===== src/rtl/core/sfrc_pkg.sv =====
// Shared constants and types for the serial frame receive checker.
package sfrc_pkg;

    // Frame store capacity in bytes
    localparam int unsigned MAX_FRAME = 13;
    localparam int unsigned CNT_W     = $clog2(MAX_FRAME + 1);

    // Frame layout constants
    localparam logic [7:0] END_BYTE   = 8'h0F;
    localparam logic [7:0] START_BYTE = 8'hF0;
    localparam logic [7:0] TYPE_BYTE  = 8'h05;
    localparam logic [7:0] PAD_BYTE   = 8'hFF;
    localparam logic [7:0] MARK_A     = 8'h40;
    localparam logic [7:0] MARK_B     = 8'h41;
    localparam logic [7:0] TAG_A      = 8'h01;
    localparam logic [7:0] TAG_B      = 8'h02;
    localparam logic [7:0] LEN_OFFSET = 8'd7;
    localparam logic [CNT_W-1:0] MIN_LEN = CNT_W'(13);

    // Only the leading header/payload bytes are ever read back
    localparam int unsigned HDR_BYTES = 10;
    localparam int unsigned HDR_IDX_W = $clog2(HDR_BYTES);

    // One frame check result
    typedef struct packed {
        logic       frame_valid;
        logic [3:0] frame_length;
        logic [7:0] payload_first;
        logic [7:0] payload_second;
        logic [7:0] payload_third;
    } t_result;

endpackage


===== src/rtl/core/sfrc_in_reg.sv =====
// Input register stage for received bytes.
module sfrc_in_reg
    import sfrc_pkg::*;
(
    input  logic       i_clk,
    input  logic       i_rst_n,
    input  logic       i_valid,
    output logic       o_ready,
    input  logic [7:0] i_data,
    input  logic       i_advance,
    output logic       o_valid,
    output logic [7:0] o_data
);

    logic       r_valid;
    logic [7:0] r_data;

    // Take a new item whenever the stage is empty or drains this cycle
    assign o_ready = !r_valid || i_advance;

    always_ff @(posedge i_clk) begin
        if (!i_rst_n) begin
            r_valid <= 1'b0;
        end else if (o_ready) begin
            r_valid <= i_valid;
        end
    end

    // Payload holds no reset
    always_ff @(posedge i_clk) begin
        if (o_ready && i_valid) begin
            r_data <= i_data;
        end
    end

    assign o_valid = r_valid;
    assign o_data  = r_data;

endmodule


===== src/rtl/core/sfrc_frame_check.sv =====
// Frame accumulation state and end-of-frame checks.
module sfrc_frame_check
    import sfrc_pkg::*;
(
    input  logic       i_clk,
    input  logic       i_rst_n,
    input  logic       i_advance,
    input  logic [7:0] i_data,
    output logic       o_is_end,
    output t_result    o_result
);

    logic [CNT_W-1:0] r_count;
    logic [7:0]       r_parity;
    logic [7:0]       r_hdr [HDR_BYTES];
    logic [7:0]       r_prev1;
    logic [7:0]       r_prev2;

    logic             store;
    logic [CNT_W-1:0] len;
    logic [7:0]       parity_after;
    logic [7:0]       len8;
    logic             hdr_ok;

    // Byte at a header position, with bypass of the byte stored this cycle
    function automatic logic [7:0] hdr_byte(input int unsigned pos,
                                            input logic st,
                                            input logic [CNT_W-1:0] cnt,
                                            input logic [7:0] b,
                                            input logic [7:0] held);
        logic [7:0] v;
        v = held;
        if (st && (cnt == CNT_W'(pos))) begin
            v = b;
        end
        return v;
    endfunction

    // Store or drop, then length and parity including this byte
    always_comb begin
        store        = (r_count < CNT_W'(MAX_FRAME));
        len          = store ? (r_count + CNT_W'(1)) : '0;
        parity_after = store ? (r_parity ^ i_data) : 8'h00;
        len8         = 8'(len);
        o_is_end     = (i_data == END_BYTE);
    end

    // Header, marker, pad and checksum checks; len >= 13 keeps all reads in frame
    always_comb begin
        hdr_ok = store
              && (len >= MIN_LEN)
              && (r_hdr[0] == START_BYTE)
              && (r_hdr[1] == TYPE_BYTE)
              && (r_hdr[2] == (len8 - LEN_OFFSET))
              && (r_hdr[3] == MARK_A)
              && (r_hdr[4] == TAG_A)
              && (r_hdr[6] == MARK_B)
              && (r_hdr[7] == TAG_B)
              && (r_prev2 == PAD_BYTE)
              && (parity_after == END_BYTE);
    end

    // Result fields; positions at or beyond the length read as zero
    always_comb begin
        o_result.frame_valid    = hdr_ok;
        o_result.frame_length   = len[3:0];
        o_result.payload_first  = (len > CNT_W'(5))
            ? hdr_byte(5, store, r_count, i_data, r_hdr[5]) : 8'h00;
        o_result.payload_second = (len > CNT_W'(8))
            ? hdr_byte(8, store, r_count, i_data, r_hdr[8]) : 8'h00;
        o_result.payload_third  = (len > CNT_W'(9))
            ? hdr_byte(9, store, r_count, i_data, r_hdr[9]) : 8'h00;
    end

    // Count and running parity; a terminator restarts the frame
    always_ff @(posedge i_clk) begin
        if (!i_rst_n) begin
            r_count  <= '0;
            r_parity <= 8'h00;
        end else if (i_advance) begin
            if (o_is_end) begin
                r_count  <= '0;
                r_parity <= 8'h00;
            end else begin
                r_count  <= len;
                r_parity <= parity_after;
            end
        end
    end

    // Held header bytes and the two most recent stored bytes
    always_ff @(posedge i_clk) begin
        if (i_advance && store) begin
            for (int k = 0; k < HDR_BYTES; k++) begin
                if (r_count == CNT_W'(k)) begin
                    r_hdr[k] <= i_data;
                end
            end
            r_prev1 <= i_data;
            r_prev2 <= r_prev1;
        end
    end

endmodule


===== src/rtl/core/serial_frame_receive_check_core.sv =====
// Top level of the serial frame receive checker with its result register.
//
// Usage: received bytes enter on i_valid/o_ready with i_rx_data, one item
// per accepting clock edge. Each byte is stored into the current frame while
// fewer than 13 bytes are held; a byte arriving at a full store is dropped
// and the frame restarts. Every 0x0F byte closes the frame and yields one
// result item on o_valid/i_ready: validity flag, length and payload bytes
// 5, 8 and 9. Other bytes produce no result.
// Path: an accepted byte is held in the input register, where it is checked;
// a terminator's result is then loaded into the result register.
// Throughput: one byte per cycle while no terminator is held back, as the check
// is combinational between the input register and the result register.
// When the receiver stalls with a result pending, bytes that yield no result
// keep flowing; a terminator waits in the input register and o_ready drops
// until the pending result is taken.
// Reset (synchronous, active low) empties both registers and clears the byte
// count and running parity.
module serial_frame_receive_check_core
    import sfrc_pkg::*;
(
    input  logic       i_clk,
    input  logic       i_rst_n,
    input  logic       i_valid,
    output logic       o_ready,
    input  logic [7:0] i_rx_data,
    output logic       o_valid,
    input  logic       i_ready,
    output logic       o_frame_valid,
    output logic [3:0] o_frame_length,
    output logic [7:0] o_payload_first,
    output logic [7:0] o_payload_second,
    output logic [7:0] o_payload_third
);

    logic       in_valid;
    logic [7:0] in_data;
    logic       is_end;
    logic       advance;
    t_result    result;

    logic       r_out_valid;
    t_result    r_out;

    // Item moves on unless it yields a result and the output is blocked
    assign advance = in_valid && (!is_end || !r_out_valid || i_ready);

    sfrc_in_reg u_in_reg (
        .i_clk     (i_clk),
        .i_rst_n   (i_rst_n),
        .i_valid   (i_valid),
        .o_ready   (o_ready),
        .i_data    (i_rx_data),
        .i_advance (advance),
        .o_valid   (in_valid),
        .o_data    (in_data)
    );

    sfrc_frame_check u_frame_check (
        .i_clk     (i_clk),
        .i_rst_n   (i_rst_n),
        .i_advance (advance),
        .i_data    (in_data),
        .o_is_end  (is_end),
        .o_result  (result)
    );

    // Result register
    always_ff @(posedge i_clk) begin
        if (!i_rst_n) begin
            r_out_valid <= 1'b0;
        end else if (advance && is_end) begin
            r_out_valid <= 1'b1;
        end else if (i_ready) begin
            r_out_valid <= 1'b0;
        end
    end

    always_ff @(posedge i_clk) begin
        if (advance && is_end) begin
            r_out <= result;
        end
    end

    assign o_valid          = r_out_valid;
    assign o_frame_valid    = r_out.frame_valid;
    assign o_frame_length   = r_out.frame_length;
    assign o_payload_first  = r_out.payload_first;
    assign o_payload_second = r_out.payload_second;
    assign o_payload_third  = r_out.payload_third;

endmodule

===== config.mk =====
export PLATFORM = sky130hd
export DESIGN_NAME = serial_frame_receive_check_core
export DESIGN_NICKNAME = d
export VERILOG_FILES = /design/src/rtl/core/sfrc_pkg.sv /design/src/rtl/core/sfrc_in_reg.sv /design/src/rtl/core/sfrc_frame_check.sv /design/src/rtl/core/serial_frame_receive_check_core.sv
export SDC_FILE = /design/constraint.sdc
export NUM_CORES = 1
export LEC_CHECK = 0
export BUFFER_PORTS_ARGS = -buffer_cell sky130_fd_sc_hd__clkbuf_2
export CAP_MARGIN = 20
export CORE_MARGIN = 2
export CORE_UTILIZATION = 55
export DETAILED_ROUTE_END_ITERATION = 12
export PLACE_DENSITY = 0.77
export SETUP_SLACK_MARGIN = 0.4
export SLEW_MARGIN = 25
export SYNTH_ARGS = -nofsm -noshare
export SYNTH_HDL_FRONTEND = slang
export SYNTH_SLANG_ARGS = --single-unit

===== constraint.sdc =====
create_clock -name i_clk -period 7.2 [get_ports i_clk]
set_input_delay 0.36 -clock i_clk [delete_from_list [all_inputs] [get_ports i_clk]]
set_output_delay 0.36 -clock i_clk [all_outputs]
set_load 0.02 [all_outputs]

* Word-level counts from Yosys, hierarchy flattened
Memories as Yosys holds them, arrays and structs flattened. A register that Yosys moved wholly into a read port is not among the register bits.
Cells that the tools add are included.
W data, S select, Z words.
** Word-level totals
- Bits in registers :: 43
- RAM bits :: 80
- Input port bits :: 12
- Output and inout port bits :: 31
- Memories :: 1
** Memories
- u_frame_check.r_hdr :: depth 10, bits a word 8, read ports 10, clocked after memory_dff 3, write ports 1, RTL line sfrc_frame_check.sv:15 : logic [7:0] r_hdr [HDR_BYTES];
** Cells by class
- Add/sub/neg operators :: 2
- Magnitude comparators :: 5
- Equal/unequal tests :: 19
- Multiplexer cells :: 63
- Bitwise gates (word level) :: 1
- Reduce and logical (&&, ||, !) cells :: 34
** Operator list (count)
- $mux W8 :: 11
- $reduce_or A8 Y1 :: 9
- $mux W4 :: 11
- $mux W1 :: 41
- $eq A4 B3 Y1 const B :: 4
- $eq A8 B4 Y1 const B :: 2
- $eq A8 B7 Y1 const B :: 2
- $eq A8 B8 Y1 const B :: 2
- $logic_and A1 B1 Y1 :: 14
- $eq A4 B2 Y1 const B :: 2
- $eq A4 B4 Y1 const B :: 2
- $eq A8 B1 Y1 const B :: 1
- $eq A8 B2 Y1 const B :: 1
- $eq A8 B3 Y1 const B :: 1
- $eq A8 B8 Y1 :: 1
- $gt A4 B4 Y1 const B :: 2
- $xor A8 B8 Y8 :: 1
- $logic_not A1 Y1 :: 6
- $sub A4 B3 Y5 const B :: 1
- $add A4 B1 Y4 const B :: 1
- $eq A4 B1 Y1 const B :: 1
- $ge A4 B4 Y1 const B :: 1
- $gt A4 B3 Y1 const B :: 1
- $logic_not A4 Y1 :: 1
- other kinds (3) :: 5

* Longest topological paths before layout
- Word-level depth :: 18
- Gate-level depth with buffers :: 11

* Hierarchy
Synthesis repeated with hierarchy kept, for this count alone.
** Second synthesis, totals
- Cells, all modules :: 376
- Area total of the unflattened synthesis :: 5710.5 um2
** By module, submodules not included
- sfrc_frame_check :: times used 1, cells an instance 327, area each 4486.8 um2
- serial_frame_receive_check_core :: times used 1, cells an instance 36, area each 925.9 um2
- sfrc_in_reg :: times used 1, cells an instance 13, area each 297.8 um2

* Worst setup path before layout
No wires, ideal clock.
- Path kind :: flip-flop to flip-flop
- Start point :: register u_in_reg.r_data[5], in the netlist u_in_reg.o_data[5]
- End point :: register r_out (netlist bit o_frame_length[0]), enable pin
- Setup time :: 0.451 ns
- Arrival time :: 3.222 ns
- Required time :: 6.749 ns
- Setup slack :: 3.526 ns
- Stages on the path, launching flop included :: 3
- Path buffers :: 0
- Path through :: edfxtp_1 > or4b_4 > nor3_1
** Between the ends
- Word-level cells in the longest chain between the ends :: 6
** RTL lines
- from (decl) :: RTL line sfrc_in_reg.sv:16 : logic [7:0] r_data;
- from (signal assigned) :: RTL line sfrc_in_reg.sv:32 : r_data <= i_data;
- $eq A8 B4 Y1 (*) :: RTL line sfrc_frame_check.sv:45 : o_is_end = (i_data == END_BYTE);
- $logic_not A1 Y1 :: RTL line serial_frame_receive_check_core.sv:45 : assign advance = in_valid && (!is_end || !r_out_valid || i_ready);
- $logic_or A1 B1 Y1 (2 in a row) :: RTL line serial_frame_receive_check_core.sv:45
- $logic_and A1 B1 Y1 :: RTL line serial_frame_receive_check_core.sv:45
- $logic_and A1 B1 Y1 (*) :: RTL line serial_frame_receive_check_core.sv:79 : if (advance && is_end) begin
- to (signal assigned) :: RTL line serial_frame_receive_check_core.sv:80 : r_out <= result;
- to (decl) :: RTL line serial_frame_receive_check_core.sv:42 : t_result r_out;
Every way passes the cells marked *; elsewhere a longest branch is shown, timed or not.
A chain may end at the register's enable or synchronous reset.

* Final worst setup path
- Start point :: register u_in_reg.r_data[6], in the netlist u_in_reg.o_data[6]
- End point :: register o_payload_second[3] (netlist name)
** Between the ends
- Word-level cells in the longest chain between the ends :: 6
** RTL lines (RTL line)
- $eq A8 B4 Y1 (*) :: sfrc_frame_check.sv:45
- $logic_not A1 Y1 :: serial_frame_receive_check_core.sv:45
- $logic_or A1 B1 Y1 (2 in a row) :: serial_frame_receive_check_core.sv:45
- $logic_and A1 B1 Y1 :: serial_frame_receive_check_core.sv:45
- $logic_and A1 B1 Y1 (*) :: serial_frame_receive_check_core.sv:79
Marks and branches as above.

==> out/qor.yml <==
status: "complete, no violations"
hold_violations: 0
ys_ff_latch: 147
cpPeakStageDelay_ns: 0.84
final.setup.tns_ns: 0
tightest_slew_ns: 0.829
crit_buf_inv: 0
cp-start-kind: "flip-flop"
synth_cell_type_count: 43
avgSynthCellArea_um2: 16.2
drtIter0Drc: 234
cts_resized: 0
n_antenna_cell: 0
wl_per_cell_um: 19.2
vias: 3048
wl_um: 10500
fmax_ghz: 0.353
die_w_um: 104
p_comb_share_pct: 2.4
drv_slew: 0
place_congestion: 0.850
grt_pass1_vias: 3055
slowest_stage: "edfxtp_1"
synthCells: 342
layout.nets: 423
holdBufCountCts: 0
core_mm2: 0.00977
cts_made_buffers: 17
area_growth_syn_to_layout_pct: 17.1
period_needed_ns: 2.83
clockRootBuffer: "clkbuf_8"
pin_count: 43
dpl.cell_count: 515
dr.pass1.iters: 4
ctsHtreeMaxLevel: 4
yosys_warnings: 0
clockBufferDepth: 2
setup_violations: 0
drtAntennaViolNets: 0
stdcell_count: 549
clk_pin_slew_ns: 0.07
max-slew-margin-rel_pct: 44.7
arrival_ns: 3.09
seqPwrFrac_pct: 52.2
ir_drop_uv: 201
fin_crit_sh_pct: 39.4
grt_pass1_wl_um: 16600
synth_enable_flop_cells: 109
cts_tree: "built"
finClkSkew_ns: 0.0110
cts_num_sinks: 147
viasPerCell: 5.55
grt_max_degree: 30
grt.total_usage_pct: 20.4
insertion_delay_ns: 0.52
hp-class: "in -> reg"
netlist_area_mm2: 0.00555
die_h_um: 104
rows: 36
drv_cap: 0
final_common_cell: "edfxtp_1"
final_cell_mix: "109 x edfxtp_1, 42 x clkbuf_2, 38 x dfxtp_1"
worstSetupPathType: "reg -> reg"
async_reset_ff_share_pct: 0
start_util_pct: 56.8
fp.dieArea_mm2: 0.0109
grt_overflow: 0
cp.required_ns: 7.45
intPower_mw: 1.43
drc: 0
drive_gt1_share_pct: 24.8
rsz0062_at_grt: "false"
p_leak_nw: 2.36
pwr-share-clk_pct: 45.4
cp-end-kind: "flip-flop"
synth_nets: 362
antenna_found_initial: 0
hold_slack_ns: 0.0190
synth_flop_cell: "edfxtp_1"
path_max_fanout: 16
dp_hpwl_um: 6430
p_sw_share_pct: 21.7
p_sw_mw: 0.395
io_buffer_count: 42
powerDensity_mw_per_mm2: 280
crit_chain: "and4b_1 > a31oi_2 > and3_1 > mux2_2 > nor2b_4"
seq_area_frac_synth_pct: 72.7
post_cts_buffers: 0
cp_top_family: "simple AND/OR/NAND/NOR gates"
-- routing by layer --
layer | global-route usage [%] | routed length, µm | part of all wire (%)
met5 | 0 | 0 | 0
met2 | 31.3 | 5100 | 48
met1 | 28.7 | 4560 | 43
met3 | 5.39 | 777 | 7.4
met4 | 6.27 | 113 | 1.1
-- per-stage QoR --
step | instance area, µm² | power (mW) | util (%) | setup slack, ns
after floorplan | 5550 | 0.985 | - | 3.53
after global placement | 5920 | 1.01 | 60.5 | 4.45
after detailed placement | 5920 | 1.01 | 60.5 | 4.41
after CTS | 6480 | 1.83 | 66.3 | 4.38
after global routing | 6500 | 1.88 | 66.5 | 4.24
final | 6500 | 1.82 | 66.5 | 4.37
-- worst register-to-register path: stages, from the launching register on --
cell      delay [ns]
edfxtp_1        0.84
and4b_1         0.32
a31oi_2         0.34
and3_1          0.55
mux2_2          0.41
nor2b_4         0.12
-- flip-flops by register name (all words and copies together) (netlist names) --
register	cells
u_frame_check.r_count	4
o_payload_second	8
u_frame_check.r_prev1	8
o_payload_first	8
u_frame_check.r_prev2	8
o_valid	1
u_frame_check.r_parity	8
u_in_reg.o_valid	1
o_frame_length	4
u_frame_check.r_hdr	80
o_payload_third	8
o_frame_valid	1
u_in_reg.o_data	8
-- path summary, 6_finish.rpt --
check | depth (start not counted) | from | slack, ns | to
worst min register to register | 0 | u_frame_check.r_prev1[3]$_DFFE_PP_ | 0.41 | u_frame_check.r_prev2[3]$_DFFE_PP_
worst max-delay path | 5 | u_in_reg.o_data[6]$_DFFE_PP_ | 4.37 | o_payload_second[3]$_SDFFCE_PP0P_
worst max register to register | 5 | u_in_reg.o_data[6]$_DFFE_PP_ | 4.37 | o_payload_second[3]$_SDFFCE_PP0P_
worst min-delay path | 1 | i_rx_data[3] | 0.02 | u_in_reg.o_data[3]$_DFFE_PP_
-- power by group through the flow --
stage	Combinational [mW]	Clock [mW]	Sequential, mW
floorplan	0.0300	0	0.955
global placement	0.0412	0	0.968
detailed placement	0.0425	0	0.969
CTS	0.0430	0.839	0.951
global route	0.0486	0.875	0.953
finish	0.0437	0.828	0.952
-- layout make-up --
type                       count  area (µm²)
clock buffer                  20         447
fill                         669        3270
tap                          133         166
multi-input combinational    172        1410
sequential                   147        4030
timing repair buffer          49         268
inverter                      16        60.1
clock inverter                12         118
-- synthesized netlist by cell type, types with 8 or more instances --
library cell  count  area, µm²
a21o_1            8       60.1
dfxtp_1          38        761
edfxtp_1        109       3270
ha_1              8        100
inv_1            16       60.1
mux2_4           14        210
mux2i_1           8       80.1
nor2_1           11       41.3
nor2b_1          23        144
nor3b_1           8       60.1
nor4_1            8       50.1
o21ai_0          10       50.1
-- kinds of logic after synthesis --
| family | share of synthesized area [%] |
|---|---|
| DFF | 72.7 |
| and+or+nand+nor | 11.7 |
| AOI/OAI and AO/OA | 4.01 |
| muxes | 5.84 |
| buffers and inverters | 2.03 |
| xor gates and xnor gates | 1.89 |
| adders and majority gates | 1.80 |
No activity file was read; power rests on OpenSTA's default activity.
